--- config.mk ---
export PLATFORM = sky130hd
export DESIGN_NAME = agls_merge
export DESIGN_NICKNAME = d
export VERILOG_FILES = /design/src/rtl/core/agls_pkg.sv /design/src/rtl/core/agls_merge.sv
export SDC_FILE = /design/constraint.sdc
export NUM_CORES = 1
export LEC_CHECK = 0
export ABC_CLOCK_PERIOD_IN_PS = 24600
export BUFFER_PORTS_ARGS = -buffer_cell sky130_fd_sc_hd__buf_2
export CORE_MARGIN = 3
export CORE_UTILIZATION = 45
export DETAILED_ROUTE_END_ITERATION = 8
export PLACE_DENSITY = 0.8
export SYNTH_ARGS = -nofsm -noshare
export SYNTH_HDL_FRONTEND = slang
export SYNTH_SLANG_ARGS = --single-unit
--- constraint.sdc ---
create_clock -name vclk -period 24.6
set_input_delay 1.23 -clock vclk [all_inputs]
set_output_delay 1.23 -clock vclk [all_outputs]
set_load 0.01 [all_outputs]
--- src/rtl/core/agls_pkg.sv ---
// shared constants and item types for the asap gate layer scheduler
package agls_pkg;

    localparam int NUM_QUBITS = 256;
    localparam int QUBIT_BITS = $clog2(NUM_QUBITS);
    localparam int LAYER_BITS = 16;
    localparam int DEPTH_BITS = LAYER_BITS + 1;
    localparam int COUNT_BITS = 2;
    localparam int LANES      = 3;

    localparam logic [LAYER_BITS-1:0] LAYER_TOP = {LAYER_BITS{1'b1}};

    localparam logic CMD_SCHEDULE = 1'b0;
    localparam logic CMD_CLEAR    = 1'b1;

    typedef struct packed {
        logic                  command;
        logic [COUNT_BITS-1:0] qubit_count;
        logic [QUBIT_BITS-1:0] qubit_a;
        logic [QUBIT_BITS-1:0] qubit_b;
        logic [QUBIT_BITS-1:0] qubit_c;
    } agls_in_t;

    typedef struct packed {
        logic [LAYER_BITS-1:0] layer_index;
        logic [DEPTH_BITS-1:0] circuit_depth;
        logic                  layer_saturated;
    } agls_out_t;

    // table write, one port per lane
    typedef struct packed {
        logic [LANES-1:0]                 en;
        logic [LANES-1:0][QUBIT_BITS-1:0] addr;
        logic [LAYER_BITS-1:0]            layer;
    } agls_write_t;

    // what one lane found for its qubit
    typedef struct packed {
        logic                  seen;
        logic [LAYER_BITS-1:0] last;
    } agls_lane_t;

endpackage

--- src/rtl/core/agls_merge.sv ---
// merges lane findings into the gate layer, saturation flag and new depth; a clear gives all zero
module agls_merge import agls_pkg::*; (
    input  agls_lane_t [LANES-1:0] found,
    input  logic                   command,
    input  logic [COUNT_BITS-1:0]  qubit_count,
    input  logic [DEPTH_BITS-1:0]  depth,
    output agls_out_t              result
);

    always_comb
    begin
        logic [LAYER_BITS-1:0] layer;
        logic [LAYER_BITS-1:0] cand;
        logic                  sat;
        logic [DEPTH_BITS-1:0] layer_plus;
        layer = '0;
        cand  = '0;
        sat   = 1'b0;
        for (int i = 0; i < LANES; i++)
        begin
            if ((COUNT_BITS'(i) < qubit_count) && found[i].seen)
            begin
                if (found[i].last == LAYER_TOP)
                begin
                    cand = LAYER_TOP;
                    sat  = 1'b1;
                end
                else
                begin
                    cand = found[i].last + 1'b1;
                end
                if (cand > layer)
                begin
                    layer = cand;
                end
            end
        end
        layer_plus = {1'b0, layer} + 1'b1;

        if (command == CMD_CLEAR)
        begin
            result = '0;
        end
        else
        begin
            result.layer_index     = layer;
            result.circuit_depth   = (depth > layer_plus) ? depth : layer_plus;
            result.layer_saturated = sat;
        end
    end

endmodule

After elaboration in Yosys (flattened, before gate mapping). Index checks and enable logic that the tools add are counted. W data, S select, Z words.

Latch bits: 0. RAM bits: 0. Bits of input ports: 71. Flip-flop bits (word level): 0. Memories kept: 0. Logic and storage cells: 37. Output and inout bits: 34. Memory bits (read-only): 0.

Equality and inequality tests: 3. Bitwise logic cells: 0. Order comparisons: 7. Multiplexer cells: 20. Div/mod/pow operators: 0. Reduce and logical (&&, ||, !) cells: 3. Shift-type cells: 0. $mul: 0. $add $sub $neg: 4.

Operator list (count): $mux W16 (12); $add A16 B1 Y16 const B (3); $eq A16 B16 Y1 const B (3); $mux W34 (1); $gt A16 B16 Y1 (2); $add A16 B1 Y17 const B (1); $gt A17 B17 Y1 (1); $mux W17 (1); $gt A16 B1 Y1 const B (1); $mux W1 (6); $lt A1 B2 Y1 const A (2); $logic_and A1 B1 Y1 (3); $lt A2 B2 Y1 const A (1).

Longest topological paths before layout.
Depth in word-level cells: 16. Mapped depth: 42. Depth with buffers taken out: 38.

Least setup slack after synthesis. No wires, ideal clock.

Path type: in2out. Start point: in found[0] in the netlist's numbering. End point: out result[12] in the netlist's numbering. Arrival time: 9225 ps. Data required time: 23370 ps. Stages on the path: 40. Buffers on the path: 4. Slack: 14145 ps. Cells stage by stage: ha_1 > nand3_1 > nor3_1 > mux2_2 > a2111o_1 > o31ai_1 > nand2b_1 > ha_1 > nand4_1 > or2_4 > a211o_1 > and4_1 > buf_6 > nor2_8 > buf_2 > nor2_1 > a21oi_1 > ha_1 > [4 not listed] > nand2_1 > o21ai_0 > inv_1 > ha_1 > and2_0 > and2_1 > and3_1 > xnor2_1 > ha_1 > a21o_1 > a21o_1 > a21oi_1 > o21ai_0 > a2111oi_0 > or2_2 > clkbuf_1 > buf_1 > o221ai_1.

RTL lines: from (decl) (RTL line agls_merge.sv:3) `input agls_lane_t [LANES-1:0] found,`; to (decl) (RTL line agls_merge.sv:7) `output agls_out_t result`.

==> impl_results.md <==
* Vias per inst at 6.25
* Synth cell count leaders: nand2_1, ha_1, nor2_1
* HP Start: depth[1]
* Avg Inst Size Synth at 6.78 µm²
* Global-route wire length before repair at 21100 µm
* Core area at 0.00830 mm²
* CP arrival at 11.23 ns
* Netlist Area Pre-Place at between 0.003 and 0.004 mm²
* Setup crit start kind: input port
* Grt total ovfl at 0
* Delay-heaviest family, CP: compound AO/OA/AOI/OAI gates
* Minimum clock period after layout at 12.46 ns
* Hold depth at 4
* Slew margin rel. at between 30% and 40%
* Register area share after synthesis at 0%
* Final setup TNS at 0 ns
* Number of global-route vias before repair at roughly 4.4k
* Final setup fails at 0
* Share of cells above drive strength 1 at about a fifth
* Worst slew pin tran at about 0.9 ns
* Storage element area at 0 µm²
* Detailed Place HPWL at roughly 10000 µm
* Drt initial violations at between 500 and 600
* Leading area contributor after synthesis: ha_1
* IO Count at 105
* Antenna violations before repair at 0
* Clock buffers at 0
* Synth Instances at approximately 570
* Layout area overhead at 13.4%
* CP Max Fanout at 31
* Post-CTS sizing at 0
* Number of fill cells at 840
* Die extent in y at ~99 µm
* Vias at 4722
* Crit Path Class: input port to primary output
* Max VDD drop at between 0.008 and 0.009 mV
* CP max stage cell: o31ai_2
* Synthesized net count at just under 700
* PD cells at 21.2 mW/mm²
* Initial DRT Pass Iterations at 7
* Synth Warn # at 0
* Total Wirelength at 12500 µm
* Synth top area share at about 17%
* Maxcap violations at 0
* Ant diodes at 0
* Total GRT Usage at 24.9%
* Cell mode on critical path: ha_1
* Library cells used by synthesis at about 80
* Final hold violation count at 0
* Die area at approximately 0.0098 mm²
* Port Buffers at about 110
* Largest net degree at the start of global routing at 32
* LEAKAGE at between 1.5 and 2 nW
* WL/cell at between 15 and 20 µm
* Cell with the most instances after synthesis: nand2_1
* Max stage delay on crit path at approximately 0.7 ns
* Crit path from: found[0]
* Design Area, Final at approximately 0.0044 mm²
* Req. time, crit path at roughly 23 ns
* Routed Antenna Nets at 0
* Fin crit share at about half
* Residual DRC at 0
* Slew Limit Fails at 0
* Worst Path Buf+Inv at 3
* Highest Clock Rate at ~0.080 GHz
* FFs & Latches at 0
* Gpl congestion at roughly 1
* Status: finished, final reports clean
* Top cells by area, synth: ha_1, nand2_1, xor2_1
* Area after DPL at 0.00440 mm²
* Chip width at between 90 and 100 µm
* Cell Rows at 33
* Finished Core Util at between 50% and 60%
* Hold WC Path Type: input port to primary output
* Multi-input combinational cell area at between 0.003 and 0.004 mm²
* Nets at about 780
* Initial core utilization at roughly 47%
* CP Capture Type: primary output
* WHS Endpoint: result[2]
* RSZ-0062 raised after global routing: false
* Setup Buffers After CTS at 0
* Pwr Total at ~93 µW
* Hold buffer count at CTS at 0
how the worst max path moves through the flow:
stage | to | slack [ns] | depth (start not counted)
2_1_floorplan | result[12] | 14.15 | 40
3_3_place_gp | result[12] | 12.77 | 38
3_5_place_dp | result[12] | 12.42 | 38
4_1_cts | result[12] | 12.38 | 38
5_1_grt | result[10] | 11.44 | 38
6_report | result[12] | 12.14 | 38
power breakdown:
part / internal (mW) / total [mW] / switching [mW]
sequential: 0 / 0 / 0
combinational: 0.0367 / 0.0931 / 0.0564
clock: 0 / 0 / 0
total: 0.0367 / 0.0931 / 0.0564
logic make-up (layout without fill, tap and decap cells):
kind of cell | after synthesis | in the layout | synth area share [%]
adder cells (fa/ha/maj) | 53 | 53 | 17.1
buffers and inverters | 45 | 123 | 5.32
XOR/XNOR | 42 | 42 | 9.49
AND/OR/NAND/NOR | 276 | 276 | 38.2
multiplexers | 13 | 13 | 3.68
AO/OA/AOI/OAI | 143 | 143 | 26.2
stage by stage:
| stage | hold slack [ns] | instances | worst slack, ns |
|---|---|---|---|
| floorplan | 2.51 | 572 | 14.15 |
| global placement | 2.80 | 755 | 12.77 |
| detailed placement | 2.80 | 755 | 12.42 |
| CTS | 2.80 | 755 | 12.38 |
| global route | 2.82 | 755 | 11.44 |
| finish | 2.81 | 755 | 12.14 |
routing by layer:
metal,up-vias,GRT usage [%],wire (µm),share of wire (%)
met5,-,0,0,0
met4,0,2.42,198,1.6
met3,29,2.55,942,7.5
met2,233,43.6,5970,48
met1,2153,33.9,5420,43
li1,2307,-,-,-
placed cells by master, fill, tap and decap left out, drive strengths merged, types with 7 or more instances in the layout:
cell	netlist	routed
ha	53	53
and2	17	17
a31oi	7	7
a21o	11	11
o21ai	31	31
and3	11	11
nor3	15	15
xnor2	16	16
buf	16	105
xor2	26	26
a21oi	30	30
mux2	7	7
inv	18	18
a211oi	12	12
nand3	30	30
and4	9	9
nand2	75	75
nor2	51	51
nand4	35	35
area by class of cell:
type / count / share of cell area [%]
Timing Repair Buffer: 105 / 12.0
Multi-Input combinational cell: 527 / 83.5
Tap cell: 105 / 2.99
Inverter: 18 / 1.54
No activity file was read; power rests on OpenSTA's default activity.
